[config.mk]
export PLATFORM = sky130hd
export DESIGN_NAME = interrupt_claim_complete_controller_top
export DESIGN_NICKNAME = d
export VERILOG_FILES = /design/src/hdl/picc_pkg.sv /design/src/hdl/picc_arb.sv /design/src/hdl/interrupt_claim_complete_controller_top.sv
export SDC_FILE = /design/constraint.sdc
export NUM_CORES = 1
export LEC_CHECK = 0
export ABC_AREA = 1
export BUFFER_PORTS_ARGS = -buffer_cell sky130_fd_sc_hd__buf_2
export CAP_MARGIN = 20
export CORE_MARGIN = 2
export CORE_UTILIZATION = 39
export CTS_CLUSTER_SIZE = 20
export DETAILED_ROUTE_END_ITERATION = 8
export SLEW_MARGIN = 20
export SYNTH_ARGS = -nofsm -noshare
export SYNTH_HDL_FRONTEND = slang
export SYNTH_HIERARCHICAL = 1
export SYNTH_SLANG_ARGS = --single-unit
[constraint.sdc]
create_clock -name clk_i -period 6.7 [get_ports clk_i]
set_input_delay 1.34 -clock clk_i [delete_from_list [all_inputs] [get_ports clk_i]]
set_output_delay 1.34 -clock clk_i [all_outputs]
set_load 0.02 [all_outputs]
[src/hdl/picc_pkg.sv]
// ----------------------------------------------------------------------------
// picc_pkg
// Shared widths, request codes and control types for the interrupt claim /
// complete controller.
// ----------------------------------------------------------------------------
package picc_pkg;

  // default geometry
  localparam int unsigned NumSourcesDef   = 32;
  localparam int unsigned PriorityBitsDef = 3;

  // fixed field widths
  localparam int unsigned SrcW      = 5;
  localparam int unsigned ReqW      = 2;
  localparam int unsigned ThreshW   = 3;
  localparam int unsigned SlotBits  = 3;
  localparam int unsigned PrioRegW  = 48;
  localparam int unsigned EnableW   = 32;
  localparam int unsigned CfgIdxW   = 2;
  localparam int unsigned CfgDataW  = 48;

  // request codes
  localparam logic [ReqW-1:0] REQ_RAISE    = 2'd0;
  localparam logic [ReqW-1:0] REQ_CLAIM    = 2'd1;
  localparam logic [ReqW-1:0] REQ_COMPLETE = 2'd2;
  localparam logic [ReqW-1:0] REQ_QUERY    = 2'd3;

  // configuration register indexes
  localparam logic [CfgIdxW-1:0] CFG_THRESHOLD  = 2'd0;
  localparam logic [CfgIdxW-1:0] CFG_ENABLE     = 2'd1;
  localparam logic [CfgIdxW-1:0] CFG_PRIO_LOW   = 2'd2;
  localparam logic [CfgIdxW-1:0] CFG_PRIO_HIGH  = 2'd3;

  // sequencer to arbiter control
  typedef struct packed {
    logic start;  // load threshold, clear best id
    logic step;   // present one candidate source
  } arb_ctrl_t;

endpackage

[src/hdl/picc_arb.sv]
// ----------------------------------------------------------------------------
// picc_arb
// Shared priority compare unit: sees one candidate source per cycle on step
// and keeps the best priority and id seen so far. Ties keep the earlier (lower) id.
// ----------------------------------------------------------------------------
module picc_arb
  import picc_pkg::*;
#(
  parameter int unsigned IdxW = 5
) (
  input  logic               clk_i,
  input  logic               rst_ni,
  input  arb_ctrl_t          ctrl_i,
  input  logic [ThreshW-1:0] threshold_i,
  input  logic               cand_valid_i,
  input  logic [IdxW-1:0]    cand_id_i,
  input  logic [ThreshW-1:0] cand_prio_i,
  output logic [IdxW-1:0]    best_id_o
);

  logic [ThreshW-1:0] best_prio_q, best_prio_d;
  logic [IdxW-1:0]    best_id_q, best_id_d;
  logic               win;

  // strictly greater wins, so ties stay with the lower id
  assign win = ctrl_i.step && cand_valid_i && (cand_prio_i > best_prio_q);

  always_comb begin
    best_prio_d = best_prio_q;
    best_id_d   = best_id_q;
    if (ctrl_i.start) begin
      best_prio_d = threshold_i;
      best_id_d   = '0;
    end else if (win) begin
      best_prio_d = cand_prio_i;
      best_id_d   = cand_id_i;
    end
  end

  always_ff @(posedge clk_i or negedge rst_ni) begin
    if (!rst_ni) begin
      best_prio_q <= '0;
      best_id_q   <= '0;
    end else begin
      best_prio_q <= best_prio_d;
      best_id_q   <= best_id_d;
    end
  end

  assign best_id_o = best_id_q;

  // a winner always beats the threshold it was loaded with
  assert property (@(posedge clk_i) disable iff (!rst_ni)
    win |=> (best_prio_q > $past(best_prio_q)))
    else $error("picc_arb: winner did not raise best priority");

  // start always clears the grant
  assert property (@(posedge clk_i) disable iff (!rst_ni)
    ctrl_i.start |=> (best_id_q == '0))
    else $error("picc_arb: best id not cleared on start");

  // a nonzero grant never carries a zero priority
  assert property (@(posedge clk_i) disable iff (!rst_ni)
    (best_id_q != '0) |-> (best_prio_q != '0))
    else $error("picc_arb: grant with zero priority");

endmodule

[src/hdl/interrupt_claim_complete_controller_top.sv]
// ----------------------------------------------------------------------------
// interrupt_claim_complete_controller_top
// Single-context platform interrupt controller with claim / complete flow.
// ----------------------------------------------------------------------------
// Raise, completion and pending query words are taken in the idle state and
// their result goes straight to the output register when it is free, so they
// can follow each other every cycle. A claim scans sources 1 to NUM_SOURCES-1
// one per cycle through a single shared priority comparator, then updates
// pending / in-service bits in S_COMMIT and hands the result to the output
// register in S_EMIT before the next request is accepted. in_ready_o is low
// while a claim is scanning or committing, or while a result waits for the
// output register.
module interrupt_claim_complete_controller_top
  import picc_pkg::*;
#(
  parameter int unsigned NUM_SOURCES   = NumSourcesDef,
  parameter int unsigned PRIORITY_BITS = PriorityBitsDef
) (
  input  logic                clk_i,
  input  logic                rst_ni,
  // configuration
  input  logic                cfg_we_i,
  input  logic [CfgIdxW-1:0]  cfg_idx_i,
  input  logic [CfgDataW-1:0] cfg_data_i,
  // request channel
  input  logic                in_valid_i,
  output logic                in_ready_o,
  input  logic [ReqW-1:0]     req_type_i,
  input  logic [SrcW-1:0]     source_id_i,
  // result channel
  output logic                out_valid_o,
  input  logic                out_ready_i,
  output logic [SrcW-1:0]     claimed_id_o,
  output logic                is_pending_o
);

  localparam int unsigned IdxW = (NUM_SOURCES > 1) ? $clog2(NUM_SOURCES) : 1;
  localparam logic [IdxW-1:0] LastIdx = IdxW'(NUM_SOURCES - 1);

  // sequencer states
  localparam logic [1:0] S_IDLE   = 2'd0;
  localparam logic [1:0] S_SCAN   = 2'd1;
  localparam logic [1:0] S_COMMIT = 2'd2;
  localparam logic [1:0] S_EMIT   = 2'd3;

  // configuration registers
  logic [ThreshW-1:0]     threshold_q;
  logic [NUM_SOURCES-1:0] enable_q;
  logic [PrioRegW-1:0]    prio_low_q, prio_high_q;

  always_ff @(posedge clk_i or negedge rst_ni) begin
    if (!rst_ni) begin
      threshold_q <= '0;
      enable_q    <= '0;
      prio_low_q  <= '0;
      prio_high_q <= '0;
    end else if (cfg_we_i) begin
      case (cfg_idx_i)
        CFG_THRESHOLD: threshold_q <= cfg_data_i[ThreshW-1:0];
        CFG_ENABLE:    enable_q    <= cfg_data_i[NUM_SOURCES-1:0];
        CFG_PRIO_LOW:  prio_low_q  <= cfg_data_i[PrioRegW-1:0];
        CFG_PRIO_HIGH: prio_high_q <= cfg_data_i[PrioRegW-1:0];
        default: ;
      endcase
    end
  end

  logic [1:0]              state_q, state_d;
  logic [IdxW-1:0]         scan_idx_q, scan_idx_d;
  logic [NUM_SOURCES-1:0]  pending_q, pending_d;
  logic [NUM_SOURCES-1:0]  in_service_q, in_service_d;
  logic [SrcW-1:0]         res_claimed_q, res_claimed_d;
  logic                    res_pend_q, res_pend_d;
  logic                    out_valid_q, out_valid_d;
  logic [SrcW-1:0]         out_claimed_q, out_claimed_d;
  logic                    out_pend_q, out_pend_d;

  logic                    in_fire, out_free, src_ok;
  logic [IdxW-1:0]         src_idx;
  logic [2*PrioRegW-1:0]   prio_all;
  logic [PRIORITY_BITS-1:0] cand_prio_raw;
  logic [ThreshW-1:0]      cand_prio;
  logic                    cand_valid;
  logic [IdxW-1:0]         best_id;
  arb_ctrl_t               arb_ctrl;

  assign in_ready_o = (state_q == S_IDLE);
  assign in_fire    = in_valid_i && in_ready_o;
  assign out_free   = !out_valid_q || out_ready_i;

  // source id decode: zero and ids beyond the source count are ignored
  assign src_ok  = (source_id_i != '0) && ({1'b0, source_id_i} < 6'(NUM_SOURCES));
  assign src_idx = source_id_i[IdxW-1:0];

  // priority of the source under scan
  assign prio_all      = {prio_high_q, prio_low_q};
  assign cand_prio_raw = prio_all[SlotBits*int'(scan_idx_q) +: PRIORITY_BITS];
  assign cand_prio     = ThreshW'(cand_prio_raw);
  assign cand_valid    = pending_q[scan_idx_q] && enable_q[scan_idx_q];

  assign arb_ctrl.start = in_fire && (req_type_i == REQ_CLAIM);
  assign arb_ctrl.step  = (state_q == S_SCAN);

  picc_arb #(
    .IdxW (IdxW)
  ) u_arb (
    .clk_i        (clk_i),
    .rst_ni       (rst_ni),
    .ctrl_i       (arb_ctrl),
    .threshold_i  (threshold_q),
    .cand_valid_i (cand_valid),
    .cand_id_i    (scan_idx_q),
    .cand_prio_i  (cand_prio),
    .best_id_o    (best_id)
  );

  // sequencer, interrupt state and result staging
  always_comb begin
    state_d       = state_q;
    scan_idx_d    = scan_idx_q;
    pending_d     = pending_q;
    in_service_d  = in_service_q;
    res_claimed_d = res_claimed_q;
    res_pend_d    = res_pend_q;
    out_valid_d   = out_valid_q && !out_ready_i;
    out_claimed_d = out_claimed_q;
    out_pend_d    = out_pend_q;

    case (state_q)
      S_IDLE: begin
        if (in_fire) begin
          res_claimed_d = '0;
          res_pend_d    = 1'b0;
          case (req_type_i)
            REQ_RAISE: begin
              if (src_ok && !in_service_q[src_idx]) pending_d[src_idx] = 1'b1;
            end
            REQ_COMPLETE: begin
              if (src_ok && enable_q[src_idx]) in_service_d[src_idx] = 1'b0;
            end
            REQ_QUERY: begin
              res_pend_d = src_ok && pending_q[src_idx];
            end
            default: ;
          endcase
          if (req_type_i == REQ_CLAIM) begin
            scan_idx_d = IdxW'(1);
            state_d    = S_SCAN;
          end else if (out_free) begin
            out_valid_d   = 1'b1;
            out_claimed_d = '0;
            out_pend_d    = res_pend_d;
          end else begin
            state_d = S_EMIT;
          end
        end
      end
      S_SCAN: begin
        if (scan_idx_q == LastIdx) begin
          state_d = S_COMMIT;
        end else begin
          scan_idx_d = scan_idx_q + IdxW'(1);
        end
      end
      S_COMMIT: begin
        if (best_id != '0) begin
          pending_d[best_id]    = 1'b0;
          in_service_d[best_id] = 1'b1;
        end
        res_claimed_d = SrcW'(best_id);
        res_pend_d    = 1'b0;
        state_d       = S_EMIT;
      end
      S_EMIT: begin
        if (out_free) begin
          out_valid_d   = 1'b1;
          out_claimed_d = res_claimed_q;
          out_pend_d    = res_pend_q;
          state_d       = S_IDLE;
        end
      end
      default: state_d = S_IDLE;
    endcase
  end

  always_ff @(posedge clk_i or negedge rst_ni) begin
    if (!rst_ni) begin
      state_q      <= S_IDLE;
      scan_idx_q   <= '0;
      pending_q    <= '0;
      in_service_q <= '0;
      out_valid_q  <= 1'b0;
    end else begin
      state_q      <= state_d;
      scan_idx_q   <= scan_idx_d;
      pending_q    <= pending_d;
      in_service_q <= in_service_d;
      out_valid_q  <= out_valid_d;
    end
  end

  // payload registers
  always_ff @(posedge clk_i) begin
    res_claimed_q <= res_claimed_d;
    res_pend_q    <= res_pend_d;
    out_claimed_q <= out_claimed_d;
    out_pend_q    <= out_pend_d;
  end

  assign out_valid_o  = out_valid_q;
  assign claimed_id_o = out_claimed_q;
  assign is_pending_o = out_pend_q;

  // a source is never pending and in service at once
  assert property (@(posedge clk_i) disable iff (!rst_ni)
    (pending_q & in_service_q) == '0)
    else $error("picc: source both pending and in service");

  // source zero never takes part
  assert property (@(posedge clk_i) disable iff (!rst_ni)
    !pending_q[0] && !in_service_q[0])
    else $error("picc: source zero became active");

  // the grant at commit is an enabled pending source
  assert property (@(posedge clk_i) disable iff (!rst_ni)
    (state_q == S_COMMIT) && (best_id != '0) |->
      pending_q[best_id] && enable_q[best_id])
    else $error("picc: grant of a source that is not enabled and pending");

  // a claim word never reports a pending bit
  assert property (@(posedge clk_i) disable iff (!rst_ni)
    out_valid_o && (claimed_id_o != '0) |-> !is_pending_o)
    else $error("picc: claim word with pending flag");

endmodule

After elaboration in Yosys (flattened, before gate mapping)
Cells that the tools add are included.
{"block": "totals", "ff_bits": 223, "inputBits": 62, "wordCells": 144, "out_inout_bits": 8}
{"block": "classes", "n_mux": 57, "add_sub_neg": 1, "n_eq_ne": 23, "reduce_logical": 34, "n_shift": 1, "n_mul": 1, "n_bitwise": 6, "n_lt_le_gt_ge": 6}
{"op": "2-to-1 mux 32 bit", "n": 8}
{"op": "one-hot mux 32 bit (2 select lines)", "n": 2}
{"op": "variable part select 96 x 8 -> 3 bit", "n": 1}
{"op": "bitwise AND 32 bit", "n": 2}
{"op": "inverter 32 bit", "n": 2}
{"op": "bitwise OR 32 bit", "n": 2}
{"op": "2-to-1 mux 5 bit", "n": 10}
{"op": "one-hot mux 5 bit (2 select lines)", "n": 3}
{"op": "binary-select mux 1 bit (select 5 bit)", "n": 5}
{"op": "less-than comparator 5 x 6 -> 1 bit, second input constant", "n": 3}
{"op": "2-to-1 mux 1 bit", "n": 16}
{"op": "AND reduction 5 bit", "n": 3}
{"op": "inequality test 2 x 1 -> 1 bit, second input constant", "n": 7}
{"op": "equality test 2 bit, second input constant", "n": 6}
{"op": "logical AND 1 bit", "n": 11}
{"op": "demux 1 bit (select 5 bit)", "n": 2}
{"op": ">= comparator 5 x 1 -> 1 bit, second input constant", "n": 2}
{"op": "2-to-1 mux 2 bit", "n": 5}
{"op": "inequality test 2 bit, second input constant", "n": 5}
{"op": "AND reduction 2 bit", "n": 5}
{"op": "nonzero test 5 bit", "n": 2}
{"op": "one-hot mux 2 bit (4 select lines)", "n": 1}
{"op": "AND reduction 4 bit", "n": 2}
{"op": "nonzero test 2 bit", "n": 4}
{"op": "11 further kinds", "n": 20}

Logic depth before layout (Yosys ltp)
{"block": "depth", "word_depth": 10, "ltp_mapped": 18, "ltp_nobuf": 16}

By module
Netlist, hierarchy kept.
{"mod": "interrupt_claim_complete_controller_top", "seq_area_each_um2": 5440.2, "area_per_inst_um2": 11735.0, "n_inst": 1, "cells_per_inst": 1622}
{"mod": "picc_arb", "seq_area_each_um2": 200.2, "area_per_inst_um2": 467.9, "n_inst": 1, "cells_per_inst": 59}

Worst setup path after synthesis
No wires, ideal clock.
{"block": "synth_timing", "path_type": "input port to flip-flop", "start": "input source_id_i[0]", "end": "register pending_q[10]", "t_required_ns": 6.583, "path_stages": 15, "arrival_time_ns": 2.622, "setup_ns": 0.117, "slack_ns": 3.961, "n_path_buf": 3, "cell_sequence": "buf_2 -> nand2_2 -> inv_2 -> buf_2 -> nand2_1 -> nand4_1 -> nand2_1 -> nand2_1 -> nor2_1 -> nand2_1 -> nand2_1 -> nand2_2 -> buf_4 -> nand2_1 -> nand2_1"}
{"block": "synth_between", "elab_chain_len": 9, "word_cells_on_any_way": 17, "classes_between": "order compare (2); eq/ne (1); mux (8); bitwise (1); reduce/logical (5)"}
{"item": "from (decl)", "line_no": "interrupt_claim_complete_controller_top.sv:29", "rtl": "input logic [SrcW-1:0] source_id_i,"}
{"item": "less-than comparator 5 x 6 -> 1 bit (not written as such) / >= comparator 5 x 1 -> 1 bit (equally long branches)", "line_no": "interrupt_claim_complete_controller_top.sv:136", "rtl": "if (src_ok && !in_service_q[src_idx]) pending_d[src_idx] = 1'b1;"}
{"item": "logical AND 1 bit (not written as such)", "line_no": "interrupt_claim_complete_controller_top.sv:136"}
{"item": "2-to-1 mux 1 bit (not written as such)", "line_no": "interrupt_claim_complete_controller_top.sv:136"}
{"item": "demux 1 bit (select 5 bit)", "line_no": "interrupt_claim_complete_controller_top.sv:136"}
{"item": "bitwise OR 32 bit (no line)"}
{"item": "2-to-1 mux 32 bit", "line_no": "interrupt_claim_complete_controller_top.sv:136"}
{"item": "2-to-1 mux 32 bit", "line_no": "interrupt_claim_complete_controller_top.sv:134", "rtl": "case (req_type_i)"}
{"item": "2-to-1 mux 32 bit", "line_no": "interrupt_claim_complete_controller_top.sv:131", "rtl": "if (in_fire) begin"}
{"item": "one-hot mux 32 bit (2 select lines)", "line_no": "interrupt_claim_complete_controller_top.sv:129", "rtl": "case (state_q)"}
{"item": "to (signal assigned)", "line_no": "interrupt_claim_complete_controller_top.sv:196", "rtl": "pending_q <= pending_d;"}
{"item": "to (decl)", "line_no": "interrupt_claim_complete_controller_top.sv:70", "rtl": "logic [NUM_SOURCES-1:0] pending_q, pending_d;"}
Parallel ways exist; a longest one is shown, timed or not. The select of a mux whose other input is x is not followed.
A chain may end at the register's enable or synchronous reset.

Final worst setup path
{"block": "layout_timing", "start": "register state_q[0]", "end": "register pending_q[5]"}
{"block": "layout_between", "elab_chain_len": 4, "word_cells_on_any_way": 10, "classes_between": "eq/ne (5); mux (1); reduce/logical (4)"}
{"item": "from (decl)", "line_no": "interrupt_claim_complete_controller_top.sv:68", "rtl": "logic [1:0] state_q, state_d;"}
{"item": "from (signal assigned)", "line_no": "interrupt_claim_complete_controller_top.sv:194", "rtl": "state_q <= state_d;"}
{"item": "logical NOT 2 bit", "line_no": "interrupt_claim_complete_controller_top.sv:87, interrupt_claim_complete_controller_top.sv:129"}
{"item": "logical AND 1 bit", "line_no": "interrupt_claim_complete_controller_top.sv:88", "rtl": "assign in_fire = in_valid_i && in_ready_o;"}
{"item": "inequality test 2 x 1 -> 1 bit (no line)"}
{"item": "AND reduction 5 bit (no line)"}
Parallel ways exist; a longest one is shown, timed or not.

==> metrics.txt <==
Worst Skew=0.0454 ns; synth-to-layout area growth=12.3%; HP Class=reg2reg; initial antenna violation count=1; Hold-fix buffers, CTS=0; RR Endpoint=pending_q[5]; Worst-Skew Late Latency=about 0.57 ns; post-CTS sizing=0; P per Cell Area=about 400 nW/µm²; Setup Viol. Count Final=0; Post-DP HPWL=~25,000 µm; Final Hold Viols=0; register area share after synthesis=~46%; Fmax achieved=around 0.25 GHz; Detailed Routing Iterations Pass 1=6; vias after detailed routing=~12,000; Final Max Tran Viols=0; starting DRC count in detailed routing=roughly 1,100; WHS Endpoint=in_service_q[0]; # IOs=70; Max Root-Sink Buffers=3; Yosys warnings=6; # DRC=0; die area=32,700 µm²; Arr. time, crit path=roughly 4.5 ns; GR Util met3=3.35%; r2r startpoint=state_q[0]; first-pass GRT wire length=60,900 µm; post-CTS setup buffer count=0; hold path cells=0; initial core utilization=around two fifths; largest net degree at the start of global routing=97; Via density=approximately 5.5; Nets=between 1,500 and 2,000; CTS tree=built; Inserted Clock Buffers=26; critical-path maximum fanout=62; chip height=roughly 180 µm; worst slew pin tran=1.09 ns; routed wire length=about 37,000 µm; Req. time, crit path=slightly above 7 ns; worst vdd ir=between 0.15 and 0.2 mV; R2R cell count=12; post-synth cell types=32; #FFs+latches synth=roughly 220; chip width=roughly 180 µm; worst relative slew slack=27.2%; clk sink count=~220; met2 Track Usage GR=34.3%; Setup CP Type=reg2reg; remaining antenna violation count=0; Std-Cell Rows=64; hold slack=~0.4 ns; H-tree depth=1; minimum clock period=about 4.0 ns; vias in the first global route=around 11,000; CP Capture Type=register; Most Used Layer, Global Route=met2; Avg Inst Size Synth=around 7.3 µm²; RSZ-0062 raised after global routing=no; Mapped Cells=1,681; Placed Area=about 13,000 µm²; Mapped Nets=around 1,800; max-cap violations=0; CTS root buf=clkbuf_16; worst reg-to-reg setup slack=between 2 and 3 ns; gr usage total=22.8%; TNS Setup=0 ns; IO Port Bufs=69; Clock Pin Slew Worst Setup and Hold Paths=roughly 0.06 ns; status=finished clean; Hold Startpoint=in_service_q[0]; share of cells above drive strength 1=under 10%; Syn Std Cell Area=12,200 µm²; DR WL/cell=17.7 µm; startpoint type of the worst setup path=register; core area=a little over 30,000 µm²; gr ovfl total=0; post-route cell area=approximately 14,000 µm²; Tcrit/Tclk final=about three fifths; LEAKAGE=slightly below 7 nW; global routing usage on met1=between 30% and 40%; Pwr Total=0.00557 W; Placer Congestion=between 0.9 and 1; filler cell count=roughly 3,100
==> power breakdown <==
group	internal [W]	switching, W
clock network	0.000926	0.000600
registers	0.00173	0.000376
logic	0.000600	0.00134
==> critical path: stages, from the launching register on <==
cell and delay, ns:
dfrtp_1 0.40, inv_1 0.13, ha_1 0.16, buf_4 0.45, inv_2 0.47, nor2_1 0.28, inv_1 0.10, a21oi_2 0.61
o21a_1 0.22, buf_4 0.34, nand2_2 0.48, nand2_1 0.17, nand2_1 0.07
==> cells by family (layout without fill, tap and decap cells) <==
kind of cell / after synthesis / count (layout) / synth area share [%]
flops: 223 / 223 / 46.2
other cells: 0 / 1 / 0
fa+ha+maj: 10 / 10 / 1.03
mux: 12 / 12 / 0.984
simple gates: 807 / 807 / 26.8
compound gates: 409 / 409 / 17.8
buf+inv: 220 / 251 / 7.17
==> layout by cell type (no fill, tap or decap), types with 6 or more instances in the layout <==
cell       instances
nand2_1          539
o21ai_0          325
dfrtp_1          210
nand3_1          139
inv_1            110
nor2_1            99
buf_2             68
a21oi_1           28
clkbuf_16         26
buf_4             17
a22oi_1           16
o22ai_1           12
mux2i_1           12
o211ai_1          12
edfxtp_1          12
nand4_1           10
ha_1              10
nor3_1             7
inv_2              6
o31ai_1            6
clkbuf_1           6
clkbuf_8           6
==> cell usage after synthesis (all sizes together) <==
| library cell | instances | area share, % |
|---|---|---|
| o21bai | 1 | 0.062 |
| a31oi | 4 | 0.21 |
| o31ai | 6 | 0.37 |
| o21a | 1 | 0.062 |
| o21ai | 326 | 13 |
| o211ai | 12 | 0.74 |
| nand3 | 142 | 5.8 |
| a21oi | 30 | 1.3 |
| clkinv | 2 | 0.062 |
| nor4 | 3 | 0.15 |
| dfrtp | 211 | 43 |
| clkbuf | 74 | 2.3 |
| ha | 10 | 1.0 |
| buf | 28 | 1.3 |
| inv | 116 | 3.6 |
| mux2i | 12 | 0.98 |
| nor2 | 101 | 3.1 |
| nand4 | 10 | 0.51 |
| a211oi | 1 | 0.062 |
| edfxtp | 12 | 3.0 |
| nand2 | 544 | 17 |
| a22oi | 16 | 0.98 |
| o22ai | 12 | 0.62 |
| nor3 | 7 | 0.29 |
==> through the flow <==
stage                     setup slack [ns]  std cells  util, %
after global routing                  2.31       2109     44.7
after detailed placement              2.55       2061     41.6
final                                 2.65       2109     44.7
after floorplan                       3.96       1681        -
after global placement                2.60       2061     41.6
after CTS                             2.68       2108     44.6
==> sequential cells by signal, summed over array words and instances, names as in the netlist <==
name	flops
prio_high_q	48
prio_low_q	48
enable_q	32
in_service_q	32
pending_q	32
claimed_id_o	5
res_claimed_q	5
scan_idx_q	5
u_arb/best_id_o	5
threshold_q	3
u_arb/best_prio_q	3
state_q	2
is_pending_o	1
out_valid_o	1
res_pend_q	1
==> per-layer routing <==
| layer | vias up | part of all wire [%] |
|---|---|---|
| met5 | - | 0 |
| met4 | 0 | 3.1 |
| met3 | 70 | 6.8 |
| met2 | 432 | 44 |
| met1 | 5440 | 46 |
| li1 | 5573 | - |
==> layout make-up <==
type	instances	area (µm²)	area share, %
well taps	396	495	3.62
repair buffers	86	482	3.52
diodes	1	2.50	0.0183
inverters	118	443	3.23
multi-input cells	1238	5720	41.7
flip-flops and latches	223	5640	41.2
clock inverters	10	178	1.30
clock buffers	37	742	5.42
==> worst max path at each step <==
stage | startpoint | end | slack [ns]
after floorplan | source_id_i[0] | pending_q[10] | 3.96
after global placement | source_id_i[0] | in_service_q[7] | 2.60
after detailed placement | source_id_i[0] | in_service_q[25] | 2.55
after CTS | state_q[0] | pending_q[5] | 2.68
after global routing | state_q[0] | pending_q[5] | 2.31
final | state_q[0] | pending_q[5] | 2.65
Note: power is estimated with default switching activity, not from simulation.
